--- src/hw/rtl/axd_pkg.sv ---
// ----------------------------------------------------------------------------
// Audio xorshift dither package
// Shared types, register indexes, reset values and the xorshift32 step.
// ----------------------------------------------------------------------------
package axd_pkg;

    localparam int DEFAULT_TABLE_DEPTH = 1024;

    localparam int XS_SHIFT_A = 13;
    localparam int XS_SHIFT_B = 17;
    localparam int XS_SHIFT_C = 5;

    localparam int CFG_INDEX_W = 3;
    localparam int CFG_DATA_W  = 64;

    localparam logic [CFG_INDEX_W-1:0] REG_SCALE           = 3'd0;
    localparam logic [CFG_INDEX_W-1:0] REG_TABLE_LENGTH    = 3'd1;
    localparam logic [CFG_INDEX_W-1:0] REG_CHANNEL_COUNT   = 3'd2;
    localparam logic [CFG_INDEX_W-1:0] REG_SEED_LOW_LANES  = 3'd3;
    localparam logic [CFG_INDEX_W-1:0] REG_SEED_HIGH_LANES = 3'd4;

    localparam logic [31:0] RESET_SCALE         = 32'd0;
    localparam logic [10:0] RESET_TABLE_LENGTH  = 11'd1024;
    localparam logic [6:0]  RESET_CHANNEL_COUNT = 7'd2;
    localparam logic [31:0] RESET_LANE_WORD     = 32'd1;

    localparam logic [6:0] MAX_CHANNELS = 7'd64;

    localparam logic KIND_BLOCK_START = 1'b0;
    localparam logic KIND_SAMPLE      = 1'b1;

    typedef struct packed {
        logic        kind;
        logic [15:0] block_length;
        logic [31:0] sample;
    } in_payload_t;

    typedef struct packed {
        logic [31:0] dithered_sample;
        logic        last_of_block;
        logic        outside_block;
    } out_payload_t;

    typedef struct packed {
        logic       step;
        logic [1:0] lane;
    } noise_ctrl_t;

    typedef enum logic [1:0] {
        ST_IDLE,
        ST_FILL,
        ST_DRAIN
    } state_t;

    function automatic logic [31:0] xs32(input logic [31:0] w);
        logic [31:0] t;
        t = w ^ (w << XS_SHIFT_A);
        t = t ^ (t >> XS_SHIFT_B);
        t = t ^ (t << XS_SHIFT_C);
        return t;
    endfunction

endpackage

--- src/hw/rtl/axd_noise_gen.sv ---
// ----------------------------------------------------------------------------
// Dither noise generator
// Four xorshift32 lanes and the scaling multiplier, one entry per step.
// ----------------------------------------------------------------------------
module axd_noise_gen import axd_pkg::*; (
    input  logic                   clk,
    input  logic                   rst_n,
    input  logic                   cfg_write,
    input  logic [CFG_INDEX_W-1:0] cfg_index,
    input  logic [CFG_DATA_W-1:0]  cfg_data,
    input  logic [31:0]            scale,
    input  noise_ctrl_t            ctrl,
    output logic [31:0]            entry
);

    logic [31:0]        lane_reg [4];
    logic [31:0]        next_word;
    logic signed [64:0] product;
    logic [31:0]        entry_reg;

    // A step advances the selected lane; over a group of four steps every
    // lane moves once, which matches advancing all four per group.
    assign next_word = xs32(lane_reg[ctrl.lane]);
    assign product   = $signed({{33{next_word[31]}}, next_word}) * $signed({33'd0, scale});

    always_ff @(posedge clk or negedge rst_n)
    begin
        if (!rst_n)
        begin
            for (int i = 0; i < 4; i++)
            begin
                lane_reg[i] <= RESET_LANE_WORD;
            end
        end
        else if (cfg_write && cfg_index == REG_SEED_LOW_LANES)
        begin
            lane_reg[0] <= cfg_data[31:0];
            lane_reg[1] <= cfg_data[63:32];
        end
        else if (cfg_write && cfg_index == REG_SEED_HIGH_LANES)
        begin
            lane_reg[2] <= cfg_data[31:0];
            lane_reg[3] <= cfg_data[63:32];
        end
        else if (ctrl.step)
        begin
            lane_reg[ctrl.lane] <= next_word;
        end
    end

    always_ff @(posedge clk)
    begin
        if (ctrl.step)
        begin
            entry_reg <= product[63:32];
        end
    end

    assign entry = entry_reg;

endmodule

--- config.mk ---
export PLATFORM = sky130hd
export DESIGN_NAME = axd_noise_gen
export DESIGN_NICKNAME = d
export VERILOG_FILES = /design/src/hw/rtl/axd_pkg.sv /design/src/hw/rtl/axd_noise_gen.sv
export SDC_FILE = /design/constraint.sdc
export NUM_CORES = 2
export LEC_CHECK = 0
export BUFFER_PORTS_ARGS = -buffer_cell sky130_fd_sc_hd__buf_2
export CAP_MARGIN = 10
export CORE_MARGIN = 2
export CORE_UTILIZATION = 50
export CTS_CLUSTER_SIZE = 14
export DETAILED_ROUTE_END_ITERATION = 10
export PLACE_DENSITY = 0.72
export SYNTH_ARGS = -nofsm -noshare
export SYNTH_HDL_FRONTEND = slang
export SYNTH_SLANG_ARGS = --single-unit
export TNS_END_PERCENT = 20
--- constraint.sdc ---
create_clock -name clk -period 9.7 [get_ports clk]
set_input_delay 0.485 -clock clk [delete_from_list [all_inputs] [get_ports clk]]
set_output_delay 0.485 -clock clk [all_outputs]
set_load 0.01 [all_outputs]
======== Yosys cells after proc, flatten, opt, wreduce, memory -nomap -nowiden ========
Cells that the tools add are included.
W data, S select, Z words.
storage, ports and cells
  flip-flop bits (word level) ............. 160
  bits in latches ......................... 0
  memory bits (writable) .................. 0
  bits in read-only memories .............. 0
  input bits .............................. 105
  output and inout bits ................... 32
  logic and storage cells ................. 33
  memories ................................ 0
cells by class
  $add $sub $neg .......................... 0
  multiply operators ...................... 1
  divide/modulo/power cells ............... 0
  order comparisons ....................... 2
  equal/unequal tests ..................... 3
  shift operators ......................... 0
  mux-type cells .......................... 10
  bitwise logic cells ..................... 5
  reduce and logical (&&, ||, !) cells .... 7
operators with widths
  kind                  count
  $mux W64              3
  $bwmux W128           1
  $mux W128             1
  $mux W32              3
  $bmux W32 S2          1
  $demux W32 S2         1
  $mul A32 B33 Y64      1
  $xor A32 B32 Y32      2
  $xor A32 B15 Y32      1
  $reduce_and A2 Y1     2
  $reduce_bool A2 Y1    2
  $eq A3 B2 Y1 const B  1
  $eq A3 B3 Y1 const B  1
  $ge A3 B3 Y1 const B  1
  $logic_and A1 B1 Y1   3
  $lt A3 B1 Y1 const B  1
  $not A2 Y3            1
  $ne A2 B2 Y1 const B  1
  $not A1 Y1            1

======== Logic depth before layout (Yosys ltp) ========
  depth after elaboration ................. 11
  mapped depth ............................ 36
  depth with buffers taken out ............ 32

======== Worst setup path after synthesis ========
Ideal clock, no wire load.
  path kind ............................... input-to-reg
  start point ............................. input port ctrl[0] (netlist name)
  end point ............................... register entry_reg[27] (netlist: entry[27]) (data pin)
  library setup time ...................... 259 ps
  arrival ................................. 9063 ps
  data required time ...................... 9441 ps
  setup slack ............................. 377 ps
  stages .................................. 29
  path buffers ............................ 4
  cell sequence ........................... buf_6 -> buf_4 -> buf_4 -> mux4_2 -> xor2_1 -> xnor2_1 -> xnor2_1 -> clkbuf_1 -> nand2_1 -> fa_1 -> fa_1 -> fa_1 -> fa_1 -> inv_1 -> fa_1 -> fa_1 -> fa_1 -> fa_1 -> ha_1 -> and3_1 -> and4_1 -> or3b_2 -> nor2_1 -> nor2_1 -> o211ai_1 -> a21oi_2 -> o21ai_1 -> a31oi_1 -> xnor2_1
between the ends
  longest elaborated chain between the ends .. 8
RTL lines
  item                                          line                 RTL
  from (decl)                                   axd_noise_gen.sv:12  input noise_ctrl_t ctrl,
  $not A2 Y3 (implied by the code)              axd_noise_gen.sv:23  assign next_word = xs32(lane_reg[ctrl.lane]);
  $bmux W32 S2                                  axd_noise_gen.sv:23
  $mux W32 (implied by the code) (2 in series)  axd_noise_gen.sv:23
  $xor A32 B32 Y32                              axd_pkg.sv:57        t = w ^ (w << XS_SHIFT_A);
  $xor A32 B15 Y32                              axd_pkg.sv:58        t = t ^ (t >> XS_SHIFT_B);
  $xor A32 B32 Y32                              axd_pkg.sv:59        t = t ^ (t << XS_SHIFT_C);
  $mul A32 B33 Y64                              axd_noise_gen.sv:24  assign product = $signed({{33{next_word[31]}}, next_word}) * $signed({33'd0, scale});
  net product[59]                               axd_noise_gen.sv:18  logic signed [64:0] product;
  to (signal assigned)                          axd_noise_gen.sv:55  entry_reg <= product[63:32];
  to (decl)                                     axd_noise_gen.sv:19  logic [31:0] entry_reg;
The timed path passes the listed nets, and every way through them passes these cells. The select of a mux whose other input is x is not followed.
A chain may end at the register's enable or synchronous reset.

======== Worst setup path after layout ========
  start point ............................. input port ctrl[0] (netlist name)
  end point ............................... register entry_reg[30] (netlist: entry[30]) (data pin)
The elaborated chain is that of the path after synthesis.

==> impl_metrics.env <==
export IMPL_run_status="finished, final reports clean"
export IMPL_timing_hold_violations_final=0
export IMPL_groute_usage_overall_pct=28.1
export IMPL_synthesis_nets=5659
export IMPL_max_freq_mhz=107
export IMPL_drt_initial_drc_count=2405
export IMPL_clock_sink_count=160
export IMPL_wl_per_cell_um=20.5
export IMPL_grt_pass1_vias=33300
export IMPL_timing_critical_path_slowest_stage_cell="sky130_fd_sc_hd__xnor2_4"
export IMPL_timing_critical_path_fanout_max=18
export IMPL_final_util_pct=54.7
export IMPL_reg2reg_slack_ns=0.35
export IMPL_synthAdderAreaFrac_pct=52.5
export IMPL_core_um2=81600
export IMPL_critical_path_required_ns=9.96
export IMPL_slew_headroom_pct=18.3
export IMPL_rows=105
export IMPL_synth_compound_area_share_pct=6.69
export IMPL_floorplan_die_height_um=290
export IMPL_synth_area_per_cell_um2=9.38
export IMPL_synth_ff_latch_count=160
export IMPL_maxCapViolCount=0
export IMPL_synth_async_reset_ratio_pct=80.0
export IMPL_cts_max_path_buffers=2
export IMPL_clock_tree_root_cell="sky130_fd_sc_hd__clkbuf_16"
export IMPL_dr_pass1_iters=6
export IMPL_floorplan_initialDensity_pct=50.3
export IMPL_die_width_um=290
export IMPL_worstSetupEndpointType="register"
export IMPL_timing_worst_slew_pin_value_ns=1.22
export IMPL_synthXorXnorAreaFrac_pct=2.28
export IMPL_rsz0062_at_grt="false"
export IMPL_cp_start_kind="input port"
export IMPL_setup_violations_final=0
export IMPL_drt_wl_total_um=114000
export IMPL_type_of_the_setup_path_with_the_least_slack="input port to register"
export IMPL_postSynth_topFlopCell="sky130_fd_sc_hd__dfrtp_1"
export IMPL_timing_hold_worst_class="input port to register"
export IMPL_gp_congestion=0.897
export IMPL_buffer_ports_inserted=136
export IMPL_final_setup_skew_ns=0.0342
export IMPL_reg2regPathDepth=28
export IMPL_regToRegStartpoint="lane_reg[9]"
export IMPL_grt_antenna_before_repair=10
export IMPL_worst_skew_pair_late_latency_ns=0.53
export IMPL_grt_start_max_net_pins=79
export IMPL_worst_reg2reg_path_endpoint="entry[30]"
export IMPL_vias=30800
export IMPL_min_period_over_period_pct=96.6
export IMPL_largest_register_ff_count=128
export IMPL_hold_path_startpoint="cfg_data[1]"
export IMPL_period_minus_slack_ns=9.37
export IMPL_edff_count_synth=32
export IMPL_synth_distinct_cells=61
export IMPL_min_to="lane_reg[97]"
export IMPL_hold_path_depth=3
export IMPL_grt_pass1_wl_um=184000
export IMPL_synth_simple_area_share_pct=15.7
export IMPL_cts_tree="yes"
export IMPL_cp_arrival_ns=9.63
export IMPL_finalNetCount=5740
export IMPL_final_max_tran_viols=0
export IMPL_postSynthCellCount=4371
export IMPL_remaining_drc_errors=0
export IMPL_grt_overflow=0
export IMPL_routed_via_density=5.56
export IMPL_syn_area_um2=41000
export IMPL_synth_area_mux_share_pct=1.76
export IMPL_cp_peak_stage_delay_ns=0.62
export IMPL_flow_area_growth_from_synthesis_pct=8.91
export IMPL_detail_route_antenna_nets=0
export IMPL_fp_dieArea_um2=84300
export IMPL_critPathMostFrequentCell="sky130_fd_sc_hd__fa_1"
export IMPL_cts_buffers=17
export IMPL_yosys_warning_total=0
export IMPL_post_route_cells_drive_above_1_share_pct=10.3
export IMPL_number_of_levels_in_the_clock_h_tree=4
export IMPL_clk_transition_reported_paths_ns=0.09
export IMPL_synth_seq_area_share_pct=10.2
export IMPL_place_detailed_hpwl_um=87600
export IMPL_ioPinCount=137
export IMPL_synth_top_family_by_area="adder cells"
[worst max path at each step]
stage                              from        end  slack, ns  cells after the start
after global placement          ctrl[0]  entry[30]      -0.24                     28
after CTS                 lane_reg[124]  entry[29]       0.01                     26
after detailed placement        ctrl[0]  entry[29]      -0.54                     28
after global routing            ctrl[0]  entry[31]       0.02                     40
final                           ctrl[0]  entry[30]       0.33                     30
after floorplan                 ctrl[0]  entry[27]       0.38                     29
[Yosys cell counts, types with 4 or more instances]
library cell | instances | area share, %
sky130_fd_sc_hd__a21oi_1 | 160 | 2.0
sky130_fd_sc_hd__nand4_1 | 11 | 0.17
sky130_fd_sc_hd__fa_1 | 896 | 44
sky130_fd_sc_hd__inv_1 | 912 | 8.3
sky130_fd_sc_hd__buf_2 | 6 | 0.073
sky130_fd_sc_hd__ha_1 | 287 | 8.8
sky130_fd_sc_hd__nor3_1 | 10 | 0.12
sky130_fd_sc_hd__a31oi_1 | 9 | 0.14
sky130_fd_sc_hd__xnor2_1 | 70 | 1.5
sky130_fd_sc_hd__nand2b_1 | 18 | 0.27
sky130_fd_sc_hd__and2_1 | 588 | 9.0
sky130_fd_sc_hd__o21bai_1 | 12 | 0.22
sky130_fd_sc_hd__a21o_1 | 27 | 0.49
sky130_fd_sc_hd__xor2_1 | 29 | 0.62
sky130_fd_sc_hd__o21ai_1 | 6 | 0.073
sky130_fd_sc_hd__nand3_1 | 11 | 0.13
sky130_fd_sc_hd__a211oi_1 | 4 | 0.073
sky130_fd_sc_hd__and4_1 | 4 | 0.085
sky130_fd_sc_hd__clkbuf_1 | 260 | 2.4
sky130_fd_sc_hd__a22oi_1 | 129 | 2.4
sky130_fd_sc_hd__dfrtp_1 | 124 | 7.6
sky130_fd_sc_hd__nor2_1 | 138 | 1.3
sky130_fd_sc_hd__nand2_1 | 482 | 4.4
sky130_fd_sc_hd__o21ai_0 | 60 | 0.73
sky130_fd_sc_hd__edfxtp_1 | 32 | 2.3
sky130_fd_sc_hd__dfstp_2 | 4 | 0.26
sky130_fd_sc_hd__and3_1 | 6 | 0.092
sky130_fd_sc_hd__mux4_2 | 32 | 1.8
[placed cells by master (no fill, tap or decap), drive strengths merged, types with 10 or more instances in the layout]
cell / netlist / routed
nor3: 10 / 10
edfxtp: 32 / 32
nor2: 138 / 138
a21oi: 161 / 161
nand3: 11 / 11
nand2b: 19 / 19
clkbuf: 260 / 17
o21bai: 12 / 12
fa: 896 / 896
mux4: 32 / 32
xnor2: 71 / 72
xor2: 29 / 29
inv: 912 / 921
nand4: 12 / 12
buf: 9 / 329
a21o: 27 / 27
dfrtp: 124 / 124
and2: 589 / 589
a22oi: 129 / 129
o21ai: 68 / 68
nand2: 482 / 482
ha: 287 / 287
[per-layer routing]
layer | global-route usage (%) | share of wire, % | routed length [um]
met1 | 35.8 | 38 | 43100
met2 | 47.0 | 49 | 55500
met3 | 5.16 | 8.2 | 9290
met4 | 12.4 | 5.0 | 5680
met5 | 0 | 0.058 | 66
[through the flow]
step	cell area, um2	setup WS (ns)	hold slack, ns	std cells	TNS (ns)
after floorplan	41000	0.377	0.189	4371	0
after global placement	43800	-0.243	0.457	5497	-2.15
after detailed placement	43800	-0.536	0.470	5497	-5.42
after CTS	44400	0.0105	0.275	5530	0
after global routing	44700	0.0230	0.311	5537	0
final	44700	0.332	0.300	5537	0
[logic make-up after synthesis]
kind of cell	after synthesis
compound gates	435
xor+xnor	102
fa+ha+maj	1183
buf+inv	1181
flops	160
mux	32
simple gates	1278
[worst max-delay path, delay by kind of cell]
family / cells / cell delay [ns]
adder cells (fa/ha/maj): 9 / 4.22
buffers and inverters: 6 / 0.78
AO/OA/AOI/OAI: 6 / 1.55
multiplexers: 1 / 0.57
XOR/XNOR: 4 / 1.10
AND/OR/NAND/NOR: 4 / 0.89
[cell type report]
class	count	area (um2)
clock buffer	17	425
multi-input combinational	3031	32800
antenna	2	5.00
tap	1070	1340
clock inverter	15	204
inverter	912	3420
timing repair buffer	330	2240
fill	7136	36900
sequential	160	4170
[timing repair]
item / in CTS / in global routing
endpoints found under the hold margin: 8 / 0
buffers inserted: 0 / 3
hold buffers: 1 / 0
gates cloned: 0 / 1
gates resized for setup: 1 / 19
pin swaps: 0 / 2
endpoints found under the setup margin: 2 / 16
Power is left out: the tool's default activity adds up to more than one toggle a clock period on the data nets, which glitch-free logic cannot reach.
